==> src/crc16fc_pkg.sv <==
// Shared types, constants and the CRC byte update for the CRC-16 frame checker.
package crc16fc_pkg;

  // Reflected CRC-16 polynomial and register reset values
  localparam logic [15:0] CRC_POLY       = 16'h8408;
  localparam logic [7:0]  START_FIRST_RST  = 8'hA9;
  localparam logic [7:0]  START_SECOND_RST = 8'h53;
  localparam logic [15:0] CRC_INIT_RST   = 16'hFFFF;

  // Result width, and the master-side request width rounded up to whole bytes
  localparam int RES_W = 130;
  localparam int OUT_W = 136;

  // Configuration register indexes
  typedef enum logic [1:0] {
    REG_START_FIRST  = 2'd0,
    REG_START_SECOND = 2'd1,
    REG_CRC_INIT     = 2'd2
  } cfg_reg_t;

  // Frame status codes
  typedef enum logic [1:0] {
    STAT_OK        = 2'd0,
    STAT_WRONG_LEN = 2'd1,
    STAT_BAD_START = 2'd2,
    STAT_CRC_BAD   = 2'd3
  } frame_status_t;

  // Configuration register set
  typedef struct packed {
    logic [7:0]  start_first;
    logic [7:0]  start_second;
    logic [15:0] crc_init;
  } cfg_t;

  // One result; status sits in the lowest bits
  typedef struct packed {
    logic [31:0]   crc_bad_frames;
    logic [31:0]   bad_frames;
    logic [31:0]   good_frames;
    logic [15:0]   received_crc;
    logic [15:0]   computed_crc;
    frame_status_t frame_status;
  } res_t;

  // One byte step of the reflected CRC: crc = (crc >> 8) ^ T[(crc ^ b) & 0xFF]
  function automatic logic [15:0] crc_byte(input logic [15:0] crc, input logic [7:0] b);
    logic [15:0] t;
    t = {8'h00, crc[7:0] ^ b};
    for (int i = 0; i < 8; i++) begin
      t = t[0] ? ((t >> 1) ^ CRC_POLY) : (t >> 1);
    end
    return (crc >> 8) ^ t;
  endfunction

endpackage

==> src/crc16fc_core.sv <==
// Input register, per-byte frame checking and frame counters.
module crc16fc_core #(
  parameter int FRAME_LEN = 21
) (
  input  logic               clk,
  input  logic               rst,
  input  logic               accept,
  input  logic [7:0]         data_byte,
  input  logic               end_of_frame,
  input  crc16fc_pkg::cfg_t  cfg,
  output logic               push,
  output crc16fc_pkg::res_t  res
);
  import crc16fc_pkg::*;

  localparam int IDX_W = $clog2(FRAME_LEN + 2);
  localparam logic [IDX_W-1:0] LEN_C  = IDX_W'(FRAME_LEN);
  localparam logic [IDX_W-1:0] BODY_C = IDX_W'(FRAME_LEN - 2);
  localparam logic [IDX_W-1:0] SAT_C  = IDX_W'(FRAME_LEN + 1);
  localparam logic [IDX_W-1:0] ONE_C  = IDX_W'(1);

  // Input register
  logic       in_valid;
  logic [7:0] in_byte;
  logic       in_eof;

  // Frame state
  logic [IDX_W-1:0] byte_index;
  logic [15:0]      running_crc;
  logic             header_match;
  logic [15:0]      tail_bytes;
  logic [31:0]      good_count;
  logic [31:0]      bad_count;
  logic [31:0]      crc_bad_count;

  logic [IDX_W-1:0] byte_index_next;
  logic [15:0]      running_crc_next;
  logic             header_match_next;
  logic [15:0]      tail_bytes_next;
  logic [31:0]      good_count_next;
  logic [31:0]      bad_count_next;
  logic [31:0]      crc_bad_count_next;

  // Capture the accepted request
  always_ff @(posedge clk) begin
    if (rst) begin
      in_valid <= 1'b0;
    end else begin
      in_valid <= accept;
    end
    if (accept) begin
      in_byte <= data_byte;
      in_eof  <= end_of_frame;
    end
  end

  // Update frame state with the held byte and build the frame verdict
  always_comb begin
    byte_index_next    = byte_index;
    running_crc_next   = running_crc;
    header_match_next  = header_match;
    tail_bytes_next    = tail_bytes;
    good_count_next    = good_count;
    bad_count_next     = bad_count;
    crc_bad_count_next = crc_bad_count;

    if (byte_index < LEN_C) begin
      if (byte_index == '0 && in_byte != cfg.start_first) begin
        header_match_next = 1'b0;
      end
      if (byte_index == ONE_C && in_byte != cfg.start_second) begin
        header_match_next = 1'b0;
      end
      if (byte_index < BODY_C) begin
        running_crc_next = crc_byte(running_crc, in_byte);
      end
      tail_bytes_next = {in_byte, tail_bytes[15:8]};
    end
    // Saturate one past the frame length
    if (byte_index < SAT_C) begin
      byte_index_next = byte_index + ONE_C;
    end

    res.computed_crc = running_crc_next;
    res.received_crc = tail_bytes_next;
    priority if (byte_index_next != LEN_C) begin
      res.frame_status = STAT_WRONG_LEN;
      res.computed_crc = '0;
      res.received_crc = '0;
      bad_count_next   = bad_count + 32'd1;
    end else if (!header_match_next) begin
      res.frame_status = STAT_BAD_START;
      bad_count_next   = bad_count + 32'd1;
    end else if (running_crc_next != tail_bytes_next) begin
      res.frame_status   = STAT_CRC_BAD;
      bad_count_next     = bad_count + 32'd1;
      crc_bad_count_next = crc_bad_count + 32'd1;
    end else begin
      res.frame_status = STAT_OK;
      good_count_next  = good_count + 32'd1;
    end
    res.good_frames    = good_count_next;
    res.bad_frames     = bad_count_next;
    res.crc_bad_frames = crc_bad_count_next;
  end

  assign push = in_valid && in_eof;

  // Advance state; restart the frame after its last byte
  always_ff @(posedge clk) begin
    if (rst) begin
      byte_index    <= '0;
      running_crc   <= CRC_INIT_RST;
      header_match  <= 1'b1;
      tail_bytes    <= '0;
      good_count    <= '0;
      bad_count     <= '0;
      crc_bad_count <= '0;
    end else if (in_valid) begin
      if (in_eof) begin
        byte_index    <= '0;
        running_crc   <= cfg.crc_init;
        header_match  <= 1'b1;
        tail_bytes    <= '0;
        good_count    <= good_count_next;
        bad_count     <= bad_count_next;
        crc_bad_count <= crc_bad_count_next;
      end else begin
        byte_index   <= byte_index_next;
        running_crc  <= running_crc_next;
        header_match <= header_match_next;
        tail_bytes   <= tail_bytes_next;
      end
    end
  end

endmodule

==> src/crc16fc_outq.sv <==
// Two-entry result queue: output register plus skid entry.
module crc16fc_outq (
  input  logic              clk,
  input  logic              rst,
  input  logic              push,
  input  crc16fc_pkg::res_t push_data,
  input  logic              pop_ready,
  output logic              valid,
  output crc16fc_pkg::res_t head,
  output logic              room
);
  import crc16fc_pkg::*;

  logic [1:0] count;
  logic [1:0] count_next;
  res_t       entry1;
  logic       pop;

  assign valid = (count != 2'd0);
  assign pop   = valid && pop_ready;

  // Keep a slot free for the next request after this edge's push and pop
  always_comb begin
    unique case (count)
      2'd0:    room = 1'b1;
      2'd1:    room = !push || pop;
      2'd2:    room = pop && !push;
      default: room = 1'b0;
    endcase
  end

  always_comb begin
    count_next = count + {1'b0, push} - {1'b0, pop};
  end

  always_ff @(posedge clk) begin
    if (rst) begin
      count <= '0;
    end else begin
      count <= count_next;
    end
  end

  // Shift the skid entry forward on pop, place the new result behind
  always_ff @(posedge clk) begin
    priority if (pop) begin
      if (count == 2'd2) begin
        head <= entry1;
        if (push) begin
          entry1 <= push_data;
        end
      end else if (push) begin
        head <= push_data;
      end
    end else if (push) begin
      if (count == 2'd0) begin
        head <= push_data;
      end else begin
        entry1 <= push_data;
      end
    end else begin
      head <= head;
    end
  end

endmodule

==> src/crc16_frame_checker_top.sv <==
// Top level of the CRC-16 frame checker.
//
// Usage:
//   Slave side carries received bytes: s_tdata[7:0] is the byte, s_tlast marks
//   the last byte before the line went idle. Each frame must be FRAME_LEN bytes,
//   start with the two programmed start bytes and end with a little-endian CRC-16
//   (reflected 0x8408) over the rest. On the byte with s_tlast the block emits
//   one result request on the master side with the frame status, the computed and
//   received CRC and the three wrapping frame counters.
//   Config port: cfg_index 0/1 set the start bytes, 2 sets the CRC start value
//   (used from the next frame start); other indexes are ignored. cfg_ready is
//   always high.
//   Throughput: one byte per cycle while s_tready is high. The byte passes an
//   input register, the CRC table update and frame checks, then enters a
//   two-entry result queue whose output register offers the result.
//   Reset clears counters and frame state, reloads register defaults and empties
//   the queue. A stalled master side holds its result; bytes keep flowing until
//   both queue entries are taken, then s_tready drops.
module crc16_frame_checker_top #(
  parameter int FRAME_LEN = 21
) (
  input  logic                         clk,
  input  logic                         rst,
  input  logic                         s_tvalid,
  output logic                         s_tready,
  input  logic [7:0]                   s_tdata,   // [7:0] data_byte
  input  logic                         s_tlast,   // end_of_frame
  output logic                         m_tvalid,
  input  logic                         m_tready,
  output logic [crc16fc_pkg::OUT_W-1:0] m_tdata,  // [1:0] frame_status,
                                                  // [17:2] computed_crc,
                                                  // [33:18] received_crc,
                                                  // [65:34] good_frames,
                                                  // [97:66] bad_frames,
                                                  // [129:98] crc_bad_frames, rest 0
  input  logic                         cfg_valid,
  output logic                         cfg_ready,
  input  logic [1:0]                   cfg_index,
  input  logic [15:0]                  cfg_data
);
  import crc16fc_pkg::*;

  cfg_t cfg;
  logic accept;
  logic push;
  res_t res;
  res_t head;
  logic room;

  assign cfg_ready = 1'b1;

  // Configuration registers
  always_ff @(posedge clk) begin
    if (rst) begin
      cfg.start_first  <= START_FIRST_RST;
      cfg.start_second <= START_SECOND_RST;
      cfg.crc_init     <= CRC_INIT_RST;
    end else if (cfg_valid && cfg_ready) begin
      unique case (cfg_index)
        REG_START_FIRST:  cfg.start_first  <= cfg_data[7:0];
        REG_START_SECOND: cfg.start_second <= cfg_data[7:0];
        REG_CRC_INIT:     cfg.crc_init     <= cfg_data;
        default:          cfg <= cfg;
      endcase
    end
  end

  assign s_tready = room;
  assign accept   = s_tvalid && s_tready;

  crc16fc_core #(
    .FRAME_LEN(FRAME_LEN)
  ) u_core (
    .clk         (clk),
    .rst         (rst),
    .accept      (accept),
    .data_byte   (s_tdata),
    .end_of_frame(s_tlast),
    .cfg         (cfg),
    .push        (push),
    .res         (res)
  );

  crc16fc_outq u_outq (
    .clk      (clk),
    .rst      (rst),
    .push     (push),
    .push_data(res),
    .pop_ready(m_tready),
    .valid    (m_tvalid),
    .head     (head),
    .room     (room)
  );

  assign m_tdata = {{(OUT_W - RES_W){1'b0}}, head};

endmodule

==> config.mk <==
export PLATFORM = sky130hd
export DESIGN_NAME = crc16_frame_checker_top
export DESIGN_NICKNAME = d
export VERILOG_FILES = /design/src/crc16fc_pkg.sv /design/src/crc16fc_core.sv /design/src/crc16fc_outq.sv /design/src/crc16_frame_checker_top.sv
export SDC_FILE = /design/constraint.sdc
export NUM_CORES = 1
export LEC_CHECK = 0
export ABC_CLOCK_PERIOD_IN_PS = 13200
export BUFFER_PORTS_ARGS = -buffer_cell sky130_fd_sc_hd__buf_4
export CAP_MARGIN = 10
export CORE_MARGIN = 5
export CORE_UTILIZATION = 60
export DETAILED_ROUTE_END_ITERATION = 8
export GPL_ROUTABILITY_DRIVEN = 0
export GPL_TIMING_DRIVEN = 0
export PLACE_DENSITY_LB_ADDON = 0.15
export SYNTH_ARGS = -nofsm -noshare
export SYNTH_HDL_FRONTEND = slang
export SYNTH_SLANG_ARGS = --single-unit
==> constraint.sdc <==
create_clock -name clk -period 13.2 [get_ports clk]
set_input_delay 1.98 -clock clk [delete_from_list [all_inputs] [get_ports clk]]
set_output_delay 1.98 -clock clk [all_outputs]
set_load 0.02 [all_outputs]
==> run_results.csv <==
group,metric,value,unit
outcome,outcome,"finished clean",
sta,fin_crit_sh,37.8,%
synthesis,avgSynthCellArea,10.5,um^2
critical_path,cp_slowest_stage_delay,0.55,ns
final_layout,diodes,0,
critical_path,critical_path.cell_chain,"clkbuf_1 > nand2_1 > clkbuf_1 > nand2_1 > a22oi_1 > buf_4",
routing,vias,16900,
sta,worst_pin_slew,1.20,ns
global_routing,grt-ovfl-total,0,
synthesis,async_flop_share,0,%
sta,rsz0062_at_grt,"no",
power,p_switching,1.03,mW
power,internal-power,2.58,mW
placement,io_buffers,162,
sta,hold_viol,0,
synthesis,yosysSeqAreaShare,54.6,%
clock_network,numCtsBuffers,45,
power,ir_worst_vdd,113,uV
critical_path,crit_path_end_kind,"primary output",
critical_path,path_buf_inv,3,
global_routing,grt_max_degree,32,
floorplan,die_w,197,um
routing,wl_per_cell,20.3,um
synthesis,synth_flop_cell,"edfxtp_1",
synthesis,ys_warn_count,0,
sta,fmax,0.200,GHz
clock_network,clock_sinks,438,
synthesis,synth_edf_count,269,
clock_network,clockBufferDepth,3,
routing,first_pass_iters,6,
critical_path,worst_ep_arrival_time,3.02,ns
sta,slew_headroom,19.4,%
routing,vias_per_cell,6.21,
floorplan,start_util,60.8,%
final_layout,fin_util,71.0,%
floorplan,io_pins,171,
final_layout,nFillCells,2618,
power,swShare,28.6,%
critical_path,required,11.22,ns
clock_network,cts_resized,0,
final_layout,final_common_cell,"edfxtp_1",
job,maxCapViolations,0,
final_layout,layout-drive-gt1-share,15.8,%
placement,dp.final_hpwl,39400,um
sta,setup_viol,0,
global_routing,antenna_found_initial,0,
power,p_leak,9.30,nW
floorplan,die_area,38800,um^2
sta,fin_crit,5.00,ns
clock_network,cts_hold_buffers,0,
final_layout,fin_nets,2270,
synthesis,netlist_area,21000,um^2
global_routing,grt_pass1_vias,16100,
global_routing,track_usage,27.7,%
global_routing,grt_pass1_wl,87200,um
critical_path,path_max_fanout,10,
final_layout,layout_common_cells,"269 x edfxtp_1, 254 x nand2_1, 180 x nor2_1",
clock_network,clock_latency,0.56,ns
critical_path,cp-start-kind,"flop",
sta,skew,0.0109,ns
power,p_clk_share,35.0,%
floorplan,core-area,34500,um^2
routing,drtIter0Drc,1796,
synthesis,ys_seq_elements,438,
routing,drt.antenna.violating_nets,0,
critical_path,cp_top_family,"buffers and inverters",
power,p_seq_share,45.3,%
critical_path,crit_slowest_cell,"clkbuf_1",
clock_network,cts_setup_buffers,0,
synthesis,yosysUniqueCellTypes,82,
sta,maxSlewViolCount,0,
routing,post-route-drc-count,0,
power,power.total,3.61,mW
clock_network,htree_levels,2,
clock_network,clk_pin_slew,0.06,ns
synthesis,syn_inst,2006,
routing,wirelength,55200,um
critical_path,worst-setup-path-type,"flop to primary output",
clock_network,cts_tree,"done",
power,p_per_area,147,nW/um^2
floorplan,num_rows,68,
worst_hold_path,worst_hold_path_type,"flop to flop",
clock_network,cts_root_buf,"clkbuf_16",
power,p_comb_share,19.7,%
floorplan,die_y,197,um
final_layout,syn_to_final_growth,16.8,%
final cells by class:
| cell class | instances | area, um^2 | share of cell area [%] |
|---|---|---|---|
| buffer | 151 | 662 | 2.70 |
| timing repair buffer | 172 | 1460 | 5.96 |
| clock buffer | 60 | 1230 | 5.03 |
| multi-input combinational | 1401 | 8840 | 36.0 |
| clock inverter | 24 | 223 | 0.908 |
| tap | 455 | 569 | 2.32 |
| inverter | 21 | 78.8 | 0.321 |
| sequential | 438 | 11500 | 46.7 |
synth_stat cells, types with 4 or more instances:
library cell  number  area [um^2]
edfxtp_1         269         8080
nand2_1          254          953
nor2_1           180          676
dfxtp_1          169         3380
clkbuf_1         105          394
a21oi_1           88          440
o21ai_0           78          390
xnor2_1           74          648
nand3_1           73          365
o31ai_1           72          541
a31oi_1           50          313
mux2i_1           48          480
or3_1             48          300
mux2_2            45          507
or4_1             44          330
xor2_1            43          377
and3_1            31          194
nand4_1           29          181
a211oi_1          26          195
and2_1            22          138
inv_1             20         75.1
a22oi_1           19          143
buf_2             19         95.1
o211ai_1          15          113
a2111oi_0         13          114
buf_1             12         45.0
buf_4             11         82.6
nand3b_1           9         67.6
nor3_1             9         45.0
ha_1               8          100
nor4_1             8         50.1
o21a_1             8         60.1
or2_2              7         43.8
a31o_2             6         52.6
a21boi_0           5         37.5
buf_6              4         45.0
nor3b_1            4         30.0
o31a_1             4         35.0
tightest hold or removal path: cells and delay by family, from the launching register on:
kind | cells | cell delay [ns]
simple gates | 2 | 0.12
flops | 1 | 0.32
metal layers:
layer  global-route usage, %  up-vias  share of wire (%)
met5                       0        -                  0
met1                    39.5     8121                 42
met2                    44.2      798                 47
met4                    9.73        0                3.4
li1                        -     7836                  -
met3                    3.62      136                8.0
sequential cells by signal (all words and copies together) (netlist names), 8 cells and up:
name	count
u_core.running_crc	16
u_core.in_byte	8
u_core.bad_count	32
cfg	32
u_outq.entry1	130
u_outq.head	130
u_core.crc_bad_count	32
u_core.tail_bytes	16
u_core.good_count	32
logic make-up after synthesis:
logic type                 share of synthesized area (%)
buffers and inverters                               3.53
xor gates and xnor gates                            5.96
AOI/OAI and AO/OA                                   12.9
other                                             0.0358
adders and majority gates                          0.477
muxes                                               4.97
DFF                                                 54.6
and+or+nand+nor                                     17.5
power by group through the flow:
stage                     registers, mW  logic (mW)  clock network [mW]
after floorplan                    1.79       0.334                   0
after global placement             1.73       0.658                   0
after detailed placement           1.67       0.707                   0
after CTS                          1.64       0.712                1.28
after global routing               1.65       0.755                1.33
final                              1.64       0.713                1.26
path summary, 6_finish.rpt:
path	startpoint	endpoint	slack [ns]	cells after the start
max reg2reg	u_core.in_byte[2]	u_outq.head[51]	8.43	12
min reg2reg	cfg[4]	cfg[4]	0.47	2
min	cfg[4]	cfg[4]	0.47	2
max	u_core.in_eof	s_tready	8.20	6
through the flow:
stage / hold slack [ns] / worst slack [ns] / cell area, um^2 / instances / TNS, ns
5_1_grt: 0.485 / 8.16 / 24500 / 2722 / 0
4_1_cts: 0.471 / 8.27 / 24500 / 2722 / 0
3_3_place_gp: 0.449 / -2.71 / 22800 / 2628 / -350.90
6_report: 0.467 / 8.20 / 24500 / 2722 / 0
3_5_place_dp: 0.458 / 8.30 / 23100 / 2638 / 0
2_1_floorplan: 0.435 / 1.27 / 21000 / 2011 / 0
Power figures use the tool's default switching activity.
